`src/rtl/core/voting_symbol_deframer_macros.svh`:
```
// Assertion macros used by the deframer top level.
`ifndef VOTING_SYMBOL_DEFRAMER_MACROS_SVH
`define VOTING_SYMBOL_DEFRAMER_MACROS_SVH

// Same-cycle implication, clocked on clk, off during reset.
`define VSD_ASSERT_NOW(label, cond, expr, msg) \
	label: assert property (@(posedge clk) disable iff (!arst_n) (cond) |-> (expr)) \
		else $error(msg);

// Next-cycle implication, clocked on clk, off during reset.
`define VSD_ASSERT_NEXT(label, cond, expr, msg) \
	label: assert property (@(posedge clk) disable iff (!arst_n) (cond) |=> (expr)) \
		else $error(msg);

`endif

```
`src/rtl/core/vsd_ram.sv`:
```
// Generic single-write, single-read RAM with registered read data.
module vsd_ram #(
	parameter int WIDTH = 8,
	parameter int DEPTH = 256,
	localparam int AW = (DEPTH > 1) ? $clog2(DEPTH) : 1
) (
	input  logic             clk,
	input  logic             we,
	input  logic [AW-1:0]    waddr,
	input  logic [WIDTH-1:0] wdata,
	input  logic             re,
	input  logic [AW-1:0]    raddr,
	output logic [WIDTH-1:0] rdata
);

	logic [WIDTH-1:0] mem_q [DEPTH];

	always_ff @(posedge clk) begin
		if (we) begin
			mem_q[waddr] <= wdata;
		end
		if (re) begin
			rdata <= mem_q[raddr];
		end
	end

endmodule

```
`config.mk`:
```
export PLATFORM = sky130hd
export DESIGN_NAME = vsd_ram
export DESIGN_NICKNAME = d
export VERILOG_FILES = /design/src/rtl/core/voting_symbol_deframer_macros.svh /design/src/rtl/core/vsd_ram.sv
export SDC_FILE = /design/constraint.sdc
export NUM_CORES = 2
export LEC_CHECK = 0
export BUFFER_PORTS_ARGS = -buffer_cell sky130_fd_sc_hd__clkbuf_2
export CAP_MARGIN = 40
export CORE_MARGIN = 1
export CORE_UTILIZATION = 55
export CTS_BUF_LIST = sky130_fd_sc_hd__clkbuf_8
export DETAILED_ROUTE_END_ITERATION = 6
export PLACE_DENSITY = 0.85
export SETUP_SLACK_MARGIN = 0.1
export SLEW_MARGIN = 20
export SYNTH_ARGS = -nofsm -noshare
export SYNTH_HDL_FRONTEND = slang
export SYNTH_SLANG_ARGS = --single-unit
export TNS_END_PERCENT = 10
```
`constraint.sdc`:
```
create_clock -name clk -period 2.1 [get_ports clk]
set_clock_uncertainty 0.05 [all_clocks]
set_input_delay 0.105 -clock clk [delete_from_list [all_inputs] [get_ports clk]]
set_output_delay 0.105 -clock clk [all_outputs]
set_load 0.02 [all_outputs]
```
; ---- After elaboration in Yosys (flattened, before gate mapping)
; Memory sizes are Yosys's and may differ from the RTL's. A register that Yosys moved wholly into a read port is not among the register bits.
; Index checks and enable logic that the tools add are counted.
[classes]
shift = 0
magnitude_cmp = 0
n_mux = 2
addsub = 0
mul = 0
div_mod_pow = 0
eq_ne = 0
reduce_logical = 0
n_bitwise = 0
[op_table]
columns = cell, n
row1 = 2-to-1 mux 1 bit, 2
[totals]
wordCells = 3
rom_bits = 0
register_bits = 0
ram_bits = 2048
memories = 1
latchBits = 0
inputBits = 27
out_inout_bits = 8
[mem_list]
columns = name, words, word_bits, rd, rd_clocked_by_memory_dff, wr, line_no
row1 = mem_q, 256, 8, 1, 1, 1, vsd_ram.sv:16  ; logic [WIDTH-1:0] mem_q [DEPTH];

; ---- Longest topological paths before layout
[depth]
word_depth = 2
ltp_mapped = 11
mapped_depth_nobuf = 6

; ---- Worst setup path after synthesis
; Ideal clock, no wire load.
[synth_timing]
kind = input-to-reg
startpoint = input port raddr[0]
endpoint = register rdata[2], read port of mem_q (data pin)
t_required_ps = 1781
t_arrival_ps = 1912
path_stages = 9
setup_ps = 269
path_buffers = 4
path_slack_ps = -131
path_cell_list = buf_6 buf_12 buf_8 buf_2 mux4_2 a22oi_1 a21oi_1 nor4_1 nor4_2
[synth_lines]
columns = item, line_no
row1 = from (decl), vsd_ram.sv:12  ; input logic [AW-1:0] raddr,
row2 = to (decl), vsd_ram.sv:13  ; output logic [WIDTH-1:0] rdata

==> impl_metrics.toml <==
[die]
start_util_pct = 55.44
dieArea_mm2 = 0.1463
dieWidth_um = 382.5
die_h_um = 382.5
core_area_mm2 = 0.1437
ioPinCount = 35
rows = 139

[pwr]
power_leakage_nw = 31.00
fin_total_pwr_mw = 82.31
vdd_ir_drop_max_uv = 878.6
cell_pwr_density_mw_per_mm2 = 876.9

[clock_tree]
cts-buffers-inserted = 324
clock_sink_count = 2056
clock_tree_from_tritoncts = "yes"
clock_pin_slew_on_the_worst_setup_and_hold_paths_ps = 80
post_cts.repair.setup_buffers = 0
cts_htree_levels = 5
ctsRootBufferMaster = "sky130_fd_sc_hd__clkbuf_8"
cts.path.max_buffers = 4
clk_latency_ps = 1070

[run_status]
outcome = "finished, violations left"
violations_in_the_final_reports = "DRC, setup timing"

[worst_hold_path]
hold_path_startpoint = "waddr[1]"
timing.hold.worst.class = "in2reg"
hold_path_end = "mem_q[195][3]$_DFFE_PP_"
holdPathStages = 6

[timing]
totalNegativeSetupSlack_ps = -3520
holdWs_ps = 80.12
worst_slew_pin_slew_ps = 882.5
final_report_hold_violation_count = 0
grt_setup_unrepaired = "yes"
finalSetupViolCount = 8
maxSlewHeadroom_pct = 41.17
final_period_minus_worst_setup_slack_ps = 2734
finalCritPeriodShare_pct = 130.2
postLayoutSetupSlackWorst_ps = -634.1
final_max_tran_viols = 0
maxClockFrequency_mhz = 365.8

[routing]
highest_layer = "met5"
antenna_left = 0
dr_wl_met2_um = 104400
drt_drc_violations_left = 30
via_count = 45790
met3WireLength_um = 34350
via_per_inst = 6.785
drt-total-wl_um = 222400
routed_wire_length_per_instance_um = 32.96
detail_route.iter0.violations = 8090
wl_met1_um = 68520
drt_pass1_iterations = 7

[synth]
ys_dominant_reg_cell = "sky130_fd_sc_hd__edfxtp_1"
ys_top_cells_by_area = "sky130_fd_sc_hd__edfxtp_1 (78%), sky130_fd_sc_hd__mux4_2 (13%), sky130_fd_sc_hd__mux2i_1 (1.7%)"
syn_avg_cell_area_um2 = 21.33
number_of_enable_type_register_cells_in_the_synthesized_netlist = 2056
leading_area_contributor_after_synthesis = "sky130_fd_sc_hd__edfxtp_1"
sequential_to_total_area_share_from_yosys_stat_pct = 77.53
synth.ff_latch_count = 2056
synth.net_count = 3760
yosysUniqueCellTypes = 54
synth_top_area_share_pct = 77.53
synth_area_mm2 = 0.07964
synth_warnings = 0
async_flop_share_pct = 0
syn-instance-count = 3733
leading_post_synthesis_cells_by_instance_count = "sky130_fd_sc_hd__edfxtp_1 (2,056), sky130_fd_sc_hd__mux4_2 (454), sky130_fd_sc_hd__nor2_1 (282), sky130_fd_sc_hd__mux2i_1 (134), sky130_fd_sc_hd__a22oi_1 (133)"
synth.most_common_cell = "sky130_fd_sc_hd__edfxtp_1"

[setup_path]
crit_path_cell_trace = "mux4_2 > mux4_2 > nor2_1 > a2111oi_2 > nor3_2 > buf_4 > nor4_1"
r2r_end = "rdata[4]$_DFFE_PP_"
critPathMaxFanout = 1
setup.worst_path.class = "reg2reg"
timing.rr.start = "mem_q[135][4]$_DFFE_PP_"
worstSetupStartpointType = "flip-flop"
timing.critical_path.mode_cell = "sky130_fd_sc_hd__mux4_2"
endpoint_kind = "flip-flop"
cp_slowest_cell = "sky130_fd_sc_hd__mux4_2"
critical_path.max_stage_delay_ps = 500
rrSetupSlack_ps = -630
reg2reg_depth = 7
worst-endpoint-arrival_ps = 3450
cp.required_ps = 2810

[finish]
area_delta_synth_final_pct = 17.86
layout_filler_cell_count = 8303
post-route-cell-area_mm2 = 0.09386
final_layout_size_suffix_gt1_share_pct = 34.78
nNetsFinal = 4636

[placement]
buffer_ports.inserted = 34
placement.setup.worst_slack_ps = -1130
post_dp_area_mm2 = 0.08734
place_congestion = 0.9490
half_perimeter_wire_length_after_placement_um = 132800

[global_route]
pin_count_of_the_biggest_net_entering_global_routing = 104
grt_antenna_before_repair = 13
global_route_wire_length_before_repair_um = 314800
vias_in_the_first_global_route = 46480
globalRouteTotalUtil_pct = 30.07
gr-total-overflow = 0

[flow_run]
max-cap-violations = 0
-- sequential cells by signal (all words and copies together) (netlist names) --
register and count:
rdata 8, mem_q 2048
-- how the worst max path moves through the flow --
| stage | from | endpoint | slack (ps) | cells after the start |
|---|---|---|---|---|
| 3_3_place_gp | raddr[0] | rdata[7]$_DFFE_PP_ | -1580 | 9 |
| 3_5_place_dp | raddr[0] | rdata[4]$_DFFE_PP_ | -1130 | 10 |
| 4_1_cts | mem_q[83][0]$_DFFE_PP_ | rdata[0]$_DFFE_PP_ | -490 | 6 |
| 2_1_floorplan | raddr[0] | rdata[0]$_DFFE_PP_ | -10 | 9 |
| 5_1_grt | mem_q[135][4]$_DFFE_PP_ | rdata[4]$_DFFE_PP_ | -580 | 7 |
| 6_report | mem_q[135][4]$_DFFE_PP_ | rdata[4]$_DFFE_PP_ | -630 | 7 |
-- timing repair --
action | CTS | global route
resized for setup | 40 | 50
hold endpoints to repair | 2892 | 0
pin swaps | 7 | 11
hold buffers | 26 | 0
setup endpoints to repair | 14 | 82
-- routing by layer --
layer  global-route usage [%]  vias to the layer above
met1                    37.06                    22600
met3                    10.08                     1081
met5                        0                        -
met2                    46.71                     4583
met4                    17.43                       16
li1                         -                    17510
-- metrics by stage --
stage,instances,utilization [%]
floorplan,3733,-
detailed placement,6156,60.80
global route,6740,65.32
finish,6749,65.34
global placement,6152,60.76
CTS,6735,65.19
-- worst max-delay path: cells and delay by family, from the launching register on --
kind	cells	cell delay [ps]
simple gates	3	670
flops	1	420
mux	2	980
compound gates	1	140
buf+inv	1	190
-- cell type report --
class,count,area (um2),area share (%)
antenna,10,25.02,0.02666
clock buffer,330,4542,4.839
clock inverter,223,1281,1.365
inverter,2,7.507,0.007998
multi-input combinational,1442,16850,17.96
sequential,2056,61740,65.78
tap,1903,2381,2.537
timing repair buffer,783,7028,7.488
-- placed cells by master, fill, tap and decap left out, types with 7 or more instances in the layout --
cell / n
sky130_fd_sc_hd__a211oi_1: 7
sky130_fd_sc_hd__a211oi_2: 9
sky130_fd_sc_hd__a21oi_1: 95
sky130_fd_sc_hd__a221oi_1: 10
sky130_fd_sc_hd__a22o_1: 8
sky130_fd_sc_hd__a22oi_1: 133
sky130_fd_sc_hd__buf_12: 82
sky130_fd_sc_hd__buf_4: 642
sky130_fd_sc_hd__bufinv_16: 13
sky130_fd_sc_hd__clkbuf_2: 16
sky130_fd_sc_hd__clkbuf_8: 339
sky130_fd_sc_hd__clkinv_1: 80
sky130_fd_sc_hd__clkinv_2: 39
sky130_fd_sc_hd__clkinvlp_4: 7
sky130_fd_sc_hd__diode_2: 10
sky130_fd_sc_hd__dlygate4sd3_1: 22
sky130_fd_sc_hd__edfxtp_1: 2056
sky130_fd_sc_hd__inv_1: 81
sky130_fd_sc_hd__mux2i_1: 134
sky130_fd_sc_hd__mux4_2: 455
sky130_fd_sc_hd__nand2_1: 33
sky130_fd_sc_hd__nand2b_1: 8
sky130_fd_sc_hd__nand3_1: 33
sky130_fd_sc_hd__nand4_1: 10
sky130_fd_sc_hd__nor2_1: 271
sky130_fd_sc_hd__nor2_2: 8
sky130_fd_sc_hd__nor2b_1: 24
sky130_fd_sc_hd__nor3_1: 13
sky130_fd_sc_hd__nor3_2: 8
sky130_fd_sc_hd__nor4_1: 9
sky130_fd_sc_hd__nor4_2: 11
sky130_fd_sc_hd__nor4_4: 7
sky130_fd_sc_hd__o211ai_1: 10
sky130_fd_sc_hd__o21ai_0: 10
sky130_fd_sc_hd__o221ai_1: 46
sky130_fd_sc_hd__o22ai_1: 28
-- logic make-up (layout without fill, tap and decap cells) --
kind of cell / count (synthesis) / after routing / share of synthesized area, %
DFF: 2056 / 2056 / 77.53
muxes: 591 / 591 / 14.60
and+or+nand+nor: 466 / 466 / 2.625
AOI/OAI and AO/OA: 385 / 385 / 3.416
buffers and inverters: 235 / 1338 / 1.829
other: 0 / 10 / 0
-- where the power goes --
group / switching [mW] / leakage, nW / internal, mW / total [mW]
registers: 0.103 / 18.5 / 45.3 / 45.4
logic: 3.07 / 9.24 / 2.02 / 5.10
clock network: 15.7 / 3.28 / 16.2 / 31.9
Power figures use the tool's default switching activity.
