--- config.mk ---
export PLATFORM = sky130hd
export DESIGN_NAME = vsd_vote
export DESIGN_NICKNAME = d
export VERILOG_FILES = /design/src/rtl/core/voting_symbol_deframer_macros.svh /design/src/rtl/core/vsd_pkg.sv /design/src/rtl/core/vsd_ram.sv /design/src/rtl/core/vsd_vote.sv
export SDC_FILE = /design/constraint.sdc
export NUM_CORES = 2
export LEC_CHECK = 0
export ABC_CLOCK_PERIOD_IN_PS = 15550
export BUFFER_PORTS_ARGS = -buffer_cell sky130_fd_sc_hd__buf_2
export CAP_MARGIN = 10
export CORE_ASPECT_RATIO = 0.9
export CORE_MARGIN = 4
export CORE_UTILIZATION = 45
export DETAILED_ROUTE_END_ITERATION = 10
export PLACE_DENSITY_LB_ADDON = 0.2
export SYNTH_ARGS = -nofsm -noshare
export SYNTH_HDL_FRONTEND = slang
export SYNTH_SLANG_ARGS = --single-unit
--- constraint.sdc ---
create_clock -name clk -period 15.55 [get_ports clk]
set_clock_uncertainty 0.2 [all_clocks]
set_input_delay 2.3325 -clock clk [delete_from_list [all_inputs] [get_ports clk]]
set_output_delay 2.3325 -clock clk [all_outputs]
set_load 0.01 [all_outputs]
--- src/rtl/core/voting_symbol_deframer_macros.svh ---
// Assertion macros used by the deframer top level.
`ifndef VOTING_SYMBOL_DEFRAMER_MACROS_SVH
`define VOTING_SYMBOL_DEFRAMER_MACROS_SVH

// Same-cycle implication, clocked on clk, off during reset.
`define VSD_ASSERT_NOW(label, cond, expr, msg) \
	label: assert property (@(posedge clk) disable iff (!arst_n) (cond) |-> (expr)) \
		else $error(msg);

// Next-cycle implication, clocked on clk, off during reset.
`define VSD_ASSERT_NEXT(label, cond, expr, msg) \
	label: assert property (@(posedge clk) disable iff (!arst_n) (cond) |=> (expr)) \
		else $error(msg);

`endif

--- src/rtl/core/vsd_pkg.sv ---
// Shared constants and types for the voting symbol deframer.
package vsd_pkg;

	localparam int MTU_DEF       = 256;
	localparam int SLOTS_DEF     = 64;
	localparam int VOTE_BITS_DEF = 8;

	// symbol code map
	localparam logic [9:0] CODE_DATA_END = 10'd256;
	localparam logic [9:0] CODE_PRE      = 10'd270;
	localparam logic [9:0] CODE_SEP      = 10'd275;
	localparam logic [9:0] CODE_POST     = 10'd280;
	localparam logic [9:0] CODE_LAST     = 10'd285;

	// item kinds
	localparam logic [1:0] KIND_SYMBOL = 2'd0;
	localparam logic [1:0] KIND_READ   = 2'd1;
	localparam logic [1:0] KIND_POP    = 2'd2;

	// receive mode as reported
	localparam logic [1:0] MODE_WAIT    = 2'd0;
	localparam logic [1:0] MODE_COLLECT = 2'd1;
	localparam logic [1:0] MODE_DISCARD = 2'd2;

	typedef enum logic [2:0] {
		RX_WAIT    = 3'b001,
		RX_COLLECT = 3'b010,
		RX_DISCARD = 3'b100
	} rx_state_t;

	// vote tally control, applied at the edge the item leaves stage 1
	typedef struct packed {
		logic tally;
		logic clear;
	} vote_ctl_t;

endpackage

--- src/rtl/core/vsd_ram.sv ---
// Generic single-write, single-read RAM with registered read data.
module vsd_ram #(
	parameter int WIDTH = 8,
	parameter int DEPTH = 256,
	localparam int AW = (DEPTH > 1) ? $clog2(DEPTH) : 1
) (
	input  logic             clk,
	input  logic             we,
	input  logic [AW-1:0]    waddr,
	input  logic [WIDTH-1:0] wdata,
	input  logic             re,
	input  logic [AW-1:0]    raddr,
	output logic [WIDTH-1:0] rdata
);

	logic [WIDTH-1:0] mem_q [DEPTH];

	always_ff @(posedge clk) begin
		if (we) begin
			mem_q[waddr] <= wdata;
		end
		if (re) begin
			rdata <= mem_q[raddr];
		end
	end

endmodule

--- src/rtl/core/vsd_vote.sv ---
// Byte vote tally: per-value counters in RAM, valid bits, running best value.
module vsd_vote #(
	parameter int VOTE_BITS = vsd_pkg::VOTE_BITS_DEF
) (
	input  logic                clk,
	input  logic                arst_n,
	input  logic                rd_en,
	input  logic [7:0]          rd_sym,
	input  logic [7:0]          cur_sym,
	input  vsd_pkg::vote_ctl_t  ctl,
	output logic [7:0]          best_value
);

	logic [VOTE_BITS-1:0] rdata;
	logic [VOTE_BITS-1:0] fwd_data_q;
	logic                 fwd_hit_q;
	logic [255:0]         valid_q;
	logic [VOTE_BITS-1:0] best_count_q;
	logic [7:0]           best_value_q;
	logic [VOTE_BITS-1:0] cnt_old;
	logic [VOTE_BITS-1:0] cnt_new;
	logic                 better;

	vsd_ram #(.WIDTH(VOTE_BITS), .DEPTH(256)) u_cnt_ram (
		.clk   (clk),
		.we    (ctl.tally),
		.waddr (cur_sym),
		.wdata (cnt_new),
		.re    (rd_en),
		.raddr (rd_sym),
		.rdata (rdata)
	);

	// a count written at the same edge as the read is taken from the bypass
	always_comb begin
		cnt_old = '0;
		if (valid_q[cur_sym]) begin
			cnt_old = fwd_hit_q ? fwd_data_q : rdata;
		end
		cnt_new = (cnt_old == {VOTE_BITS{1'b1}}) ? cnt_old : cnt_old + 1'b1;
		better  = (cnt_new > best_count_q) ||
			((cnt_new == best_count_q) && (cur_sym < best_value_q));
	end

	always_ff @(posedge clk or negedge arst_n) begin
		if (!arst_n) begin
			fwd_hit_q <= 1'b0;
		end else if (rd_en) begin
			fwd_hit_q <= ctl.tally && (rd_sym == cur_sym);
		end
	end

	always_ff @(posedge clk) begin
		if (rd_en) begin
			fwd_data_q <= cnt_new;
		end
	end

	always_ff @(posedge clk or negedge arst_n) begin
		if (!arst_n) begin
			valid_q      <= '0;
			best_count_q <= '0;
			best_value_q <= '0;
		end else if (ctl.clear) begin
			valid_q      <= '0;
			best_count_q <= '0;
			best_value_q <= '0;
		end else if (ctl.tally) begin
			valid_q[cur_sym] <= 1'b1;
			if (better) begin
				best_count_q <= cnt_new;
				best_value_q <= cur_sym;
			end
		end
	end

	assign best_value = best_value_q;

endmodule

=== Word-level counts from Yosys, hierarchy flattened ===
Memory sizes are Yosys's and may differ from the RTL's. A register that Yosys moved wholly into a read port is not among the register bits.
Index checks and enable logic that the tools add are counted.
W data, S select, Z words.

* Add/subtract/negate cells: 1
* Order comparisons: 4
* Eq/ne operators: 3
* Multiplexer cells: 17
* Bitwise operators: 1
* Reductions and logical operators: 7

{| class="wikitable"
|+ Operators by type and width
! kind !! count
|-
| $mux W256 || 2
|-
| $or A256 B256 Y256 || 1
|-
| $mux W8 || 9
|-
| $eq A8 B8 Y1 || 2
|-
| $lt A8 B9 Y1 const B || 1
|-
| $add A8 B1 Y8 const B || 1
|-
| $bmux W1 S8 || 1
|-
| $demux W1 S8 || 1
|-
| $eq A8 B8 Y1 const B || 1
|-
| $ge A8 B1 Y1 const B || 1
|-
| $gt A8 B8 Y1 || 1
|-
| $lt A8 B8 Y1 || 1
|-
| $mux W1 || 4
|-
| $reduce_bool A2 Y1 || 2
|-
| $logic_and A1 B1 Y1 || 3
|-
| $reduce_and A2 Y1 || 1
|-
| $logic_or A1 B1 Y1 || 1
|}

* Flip-flop bits (word level): 281
* Memory bits (writable): 2048
* Input port bits: 21
* Output and inout bits: 8
* Logic and storage cells: 39
* Memories kept: 1

{| class="wikitable"
|+ Memories
! memory !! depth !! width !! rd ports !! clocked after memory_dff !! wr ports !! line !! source
|-
| u_cnt_ram.mem_q || 256 || 8 || 1 || 1 || 1 || vsd_ram.sv:16 || <nowiki>logic [WIDTH-1:0] mem_q [DEPTH];</nowiki>
|}

=== Logic depth before layout (Yosys ltp) ===
* Depth after elaboration: 11
* Depth in mapped cells: 29
* Mapped depth without buffers: 25

=== Hierarchy ===
Synthesis repeated with hierarchy kept, for this count alone.

* Cells, all modules: 4986
* Area total of the unflattened synthesis: 92874.1 µm²

{| class="wikitable"
|+ Modules (own cells, without submodules)
! module !! instances !! cells an instance !! area each (µm²) !! sequential area each (µm²)
|-
| vsd_ram || 1 || 3733 || 79636.4 || 61739.2
|-
| vsd_vote || 1 || 1253 || 13237.7 || 7071.8
|}

=== Worst setup path before layout ===
OpenSTA, ideal clock, no wires.

* Path type: input to register
* From: input cur_sym[1]
* To: register best_count_q[1]
* Library setup time: 0.082 ns
* Arrival: 18.340 ns
* Data required time: 15.268 ns
* Path slack: -3.072 ns
* Stages on the path: 23
* Path buffers: 3
* Cell sequence: buf_2 clkbuf_1 mux4_2 mux2i_1 o221ai_1 a21oi_1 a211oi_2 o32ai_4 buf_2 nor2_1 ha_1 nor2b_1 nor2b_1 nand3_1 o31ai_1 ha_1 nand4_1 nor3_1 o21ai_0 o21ai_0 nor3_2 or4b_1 a31oi_1

* Word-level cells in the longest chain between the ends: 10
* Elaborated cells on any way between the ends: 16
* Classes of those cells: 1 x add/sub; 2 x order compare; 2 x eq/ne; 7 x mux; 4 x reduce/logical

{| class="wikitable"
|+ Ends and longest elaborated chain
! item !! line !! source
|-
| start, declared || vsd_vote.sv:9 || <nowiki>input logic [7:0] cur_sym,</nowiki>
|-
| $bmux W1 S8 (*) || vsd_vote.sv:37 || <nowiki>if (valid_q[cur_sym]) begin</nowiki>
|-
| $mux W1 (implied by the code) (*) || vsd_vote.sv:37 ||
|-
| $mux W8 (*) || vsd_vote.sv:37 ||
|-
| $add A8 B1 Y8 / $eq A8 B8 Y1 (equally long branches) || vsd_vote.sv:40 || <nowiki>cnt_new = (cnt_old == {VOTE_BITS{1'b1}}) ? cnt_old : cnt_old + 1'b1;</nowiki>
|-
| $mux W8 (*) || vsd_vote.sv:40 ||
|-
| net cnt_new[1] || vsd_vote.sv:21 || <nowiki>logic [VOTE_BITS-1:0] cnt_new;</nowiki>
|-
| branches (longest 5 deep; another with $gt A8 B8 Y1) || -- ||
|-
| end signal, assigned || vsd_vote.sv:71 || <nowiki>best_count_q <= cnt_new;</nowiki>
|-
| end, declared || vsd_vote.sv:18 || <nowiki>logic [VOTE_BITS-1:0] best_count_q;</nowiki>
|}

Mark *: on every way through the listed nets, which the timed path passes. The select of a mux whose other input is x is not followed.
A chain may end at the register's enable or synchronous reset.

=== Final worst setup path ===
* From: input cur_sym[0]
* To: register best_count_q[1]

* Word-level cells in the longest chain between the ends: 10
* Elaborated cells on any way between the ends: 16
* Classes of those cells: 1 x add/sub; 2 x order compare; 2 x eq/ne; 7 x mux; 4 x reduce/logical

{| class="wikitable"
|+ Ends and longest elaborated chain
! item !! line !! source
|-
| $bmux W1 S8 (*) || vsd_vote.sv:37 ||
|-
| $mux W1 (implied by the code) (*) || vsd_vote.sv:37 ||
|-
| $mux W8 (*) || vsd_vote.sv:37 ||
|-
| $add A8 B1 Y8 / $eq A8 B8 Y1 (equally long branches) || vsd_vote.sv:40 ||
|-
| $mux W8 (*) || vsd_vote.sv:40 ||
|-
| net cnt_new[4] || vsd_vote.sv:21 ||
|-
| branches (longest 2 deep; another with $gt A8 B8 Y1) || -- ||
|-
| $logic_or A1 B1 Y1 (*) || vsd_vote.sv:41 || <nowiki>better = (cnt_new > best_count_q) ||</nowiki>
|-
| $reduce_bool A2 Y1 (no source line) (*) || -- ||
|-
| $reduce_and A2 Y1 (no source line) (*) || -- ||
|}

Marks and branches as above.

==> impl_results.md <==
- Result of the run: complete, no violations
- Switching power share of the total: between 20% and 30%
- Post-synth top area share: 67.6%
- Post-Synthesis Cells: about 4400
- Cell at the slowest stage of the critical path: sky130_fd_sc_hd__o32ai_4
- Placer Congestion: around 0.86
- Max-slew violation count: 0
- PwrDens: about 130 nW/um2
- Cell types with the highest counts after synthesis: 2064 x sky130_fd_sc_hd__edfxtp_1, 738 x sky130_fd_sc_hd__mux4_2, 695 x sky130_fd_sc_hd__nor2_1
- Die Footprint: 211000 um2
- Final-stage net count: around 4600
- Number of global-route vias before repair: between 40000 and 50000
- Data required time at the worst endpoint: 16.09 ns
- Power Internal: 10.3 mW
- Placed cells: roughly 7000
- Syn_area_per_cell: roughly 21 um2
- Antenna violations before repair: 10
- Number of filler cells placed in the layout: 15856
- Cell Chain, Critical Path: buf_6, buf_4, mux4_2, mux2i_1, nor2_1, a211oi_1, nor3_1, o32ai_4, nor2_1, ha_1, nor2b_1, nor2b_1, a221oi_1, nor2b_4, ha_1, nand2_1, nor3_1, o21ai_0, o21ai_0, nor3_2, or4b_1, a31oi_1
- Synth top area cells: sky130_fd_sc_hd__edfxtp_1 68%, sky130_fd_sc_hd__mux4_2 18%, sky130_fd_sc_hd__dfrtp_1 7.5%, sky130_fd_sc_hd__nor2_1 2.8%, sky130_fd_sc_hd__clkbuf_1 0.62%
- Die width: 484 um
- Portion of total power attributed to the clock network: between 40% and 50%
- Post-layout minimum cycle time: slightly above 9 ns
- Worst Path Class, Setup: in2reg
- Final-report hold violation count: 0
- Maximum fanout along the worst path: 48
- Post-synthesis cell area: about 92000 um2
- Core ar.: approximately 200000 um2
- Clk sinks: roughly 2300
- Port-buffer cells: 28
- Number of remaining DRC errors: 0
- Slowest Stage Delay on Critical Path: roughly 0.94 ns
- Detailed placement HPWL: ~140000 um
- Arrival time of the worst setup path: about 9.7 ns
- Iteration-0 DRC Markers: between 5000 and 6000
- Count of vias placed by the detailed router: roughly 45000
- Most frequently used cell type in the post-synthesis netlist: sky130_fd_sc_hd__edfxtp_1
- CTS Buf Count: approximately 220
- Slew HR: between 10 and 15%
- Post-route insts no fill: 7455
- Comb pwr share: under 10%
- Worst IR drop on VDD: roughly 110 uV
- Total global routing overflow: 0
- Row Count: between 150 and 200
- Number of setup violations in the final report: 0
- Source-to-sink clock delay at the later pin of the worst-skew pair: 0.85 ns
- Reported leakage power: 33.8 nW
- Routed length per instance: 31.4 um
- Number of nets still failing antenna checks after routing: 0
- Hold Buf Count CTS: 0
- Global router's overall resource usage: roughly 22%
- Total power of the final layout: 13.1 mW
- Synthesized netlist net count: about 4400
- Vert. Die Dim: ~440 um
- Largest area contributor in the synthesized netlist: sky130_fd_sc_hd__edfxtp_1
- Max Cap Viol: 0
- Ys flop type: sky130_fd_sc_hd__edfxtp_1
- Share of layout cells above drive strength 1: roughly 30%
- Proportion of power drawn by flip-flops and latches: 53.4%
- Clk Tree Root Cell: sky130_fd_sc_hd__clkbuf_16
- Highest clock frequency the design can meet: 0.109 GHz
- Number of detailed-routing iterations run before antenna repair: 5
- Clock-pin slew on the worst setup and hold paths: 0.06 ns
- First-pass GRT wire length: 337000 um
- Post-CTS sizing: 0
- Instance area after placement: roughly 96000 um2
- Cell area after layout: ~100000 um2
- Initial core utilization: between 40% and 50%
- Number of top-level design ports: 29
- Number of enable flip-flop cells after synthesis: 2064
- Number of distinct library cells after synthesis: 51
- Growth of design area from synthesis to finish: 12.5%
- Synthesis warning total: 0
- Pin count of the biggest net entering global routing: around 260
- Total detailed-routing wirelength: around 230000 um
- Part of the Yosys area used for sequential elements: 75.1%
- Unrepaired setup endpoints after global routing: false
- Worst setup EP type: flop
- Flip-flop and latch count after synthesis: about 2300
- Final setup TNS: 0 ns
- Power spent charging and discharging nets: about 2.9 mW
- Least-Margin Pin Slew: around 1.3 ns
- Path class of the lowest-slack min-delay path: reg2reg
- Worst Setup Start Kind: input port
- CTS tree: yes
- Post-CTS setup buffer count: 0
- Clock Tree Buf Depth: 3
- Final worst path period share: between 50% and 60%
- Number of vias per cell after detailed routing: roughly 6
- H-tree depth reported by CTS: 4
- Share of flip-flops with an asynchronous set or reset: a little under an eighth
[placed cells by master, fill, tap and decap left out, drive strengths merged, types with 7 or more instances in the layout]
cell type	count
o21ai	13
mux4	738
nand4	8
nor2b	25
clkbuf	294
nand2	41
edfxtp	2064
nand2b	14
clkinv	94
buf	234
a21oi	7
ha	16
nor2	695
mux2i	27
nor3	26
bufinv	17
inv	22
a22oi	7
nand3	28
mux2	15
o21ba	42
a211oi	10
dfrtp	273
[cell type report]
cell class	count	area, um2	area share, %
sequential	2337	68800	66.7
multi-input combinational	1762	21800	21.2
clock buffer	294	6030	5.85
tap	2686	3360	3.26
timing repair buffer	234	1900	1.84
clock inverter	118	1090	1.06
inverter	19	71.3	0.0692
antenna	5	12.5	0.0121
[logic make-up (layout without fill, tap and decap cells)]
kind of cell	Yosys count	after routing	share of synthesized area, %
AND/OR/NAND/NOR	850	850	3.74
adder cells (fa/ha/maj)	16	16	0.218
buffers and inverters	271	665	1.29
multiplexers	780	780	18.6
flip-flops	2337	2337	75.1
AO/OA/AOI/OAI	107	107	0.973
XOR/XNOR	9	9	0.0860
other	0	5	0
[through the flow]
stage                     worst slack [ns]  utilization, %  hold slack, ns
final                                 6.38            51.1           0.295
after global routing                  5.81            51.1           0.320
after CTS                             6.42            51.1           0.300
after detailed placement              5.52            47.6           0.285
after global placement                5.62            47.6           0.276
after floorplan                       1.24               -           0.258
[layer usage]
metal	global-route usage (%)	routed length, um	vias up
met1	33.4	101000	24482
met2	33.4	108000	1848
met4	6.13	7010	6
met5	0	38	-
li1	-	-	18203
met3	4.25	17600	357
[flip-flops by register name, summed over array words and instances, names as in the netlist]
register and count:
u_cnt_ram.mem_q 2048, valid_q 256, best_count_q 8, best_value 8, fwd_data_q 8, u_cnt_ram.rdata 8
fwd_hit_q 1
[power groups by stage]
stage | logic, mW | registers [mW] | clock network, mW
after global placement | 0.790 | 7.13 | 0
after global routing | 0.851 | 7.00 | 5.69
after CTS | 0.807 | 7.00 | 5.41
after floorplan | 0.484 | 7.20 | 0
final | 0.793 | 7.00 | 5.33
after detailed placement | 0.807 | 7.13 | 0
[final timing paths]
| check | from | end | slack, ns | cells after the start |
|---|---|---|---|---|
| worst min register to register | valid_q[136] | valid_q[136] | 0.29 | 2 |
| worst max-delay path | cur_sym[0] | best_count_q[1] | 6.38 | 22 |
| max in group asynchronous | arst_n | valid_q[17] | 11.12 | 3 |
| worst max register to register | valid_q[31] | best_count_q[1] | 8.31 | 19 |
| min in group asynchronous | arst_n | valid_q[230] | 1.35 | 1 |
| worst min-delay path | valid_q[136] | valid_q[136] | 0.29 | 2 |
[critical path: cells and delay by family]
kind                       cells  cell delay [ns]
muxes                          2             0.76
and+or+nand+nor               10             2.80
AOI/OAI and AO/OA              6             1.98
buffers and inverters          2             1.11
adders and majority gates      2             0.66
Power figures use the tool's default switching activity.
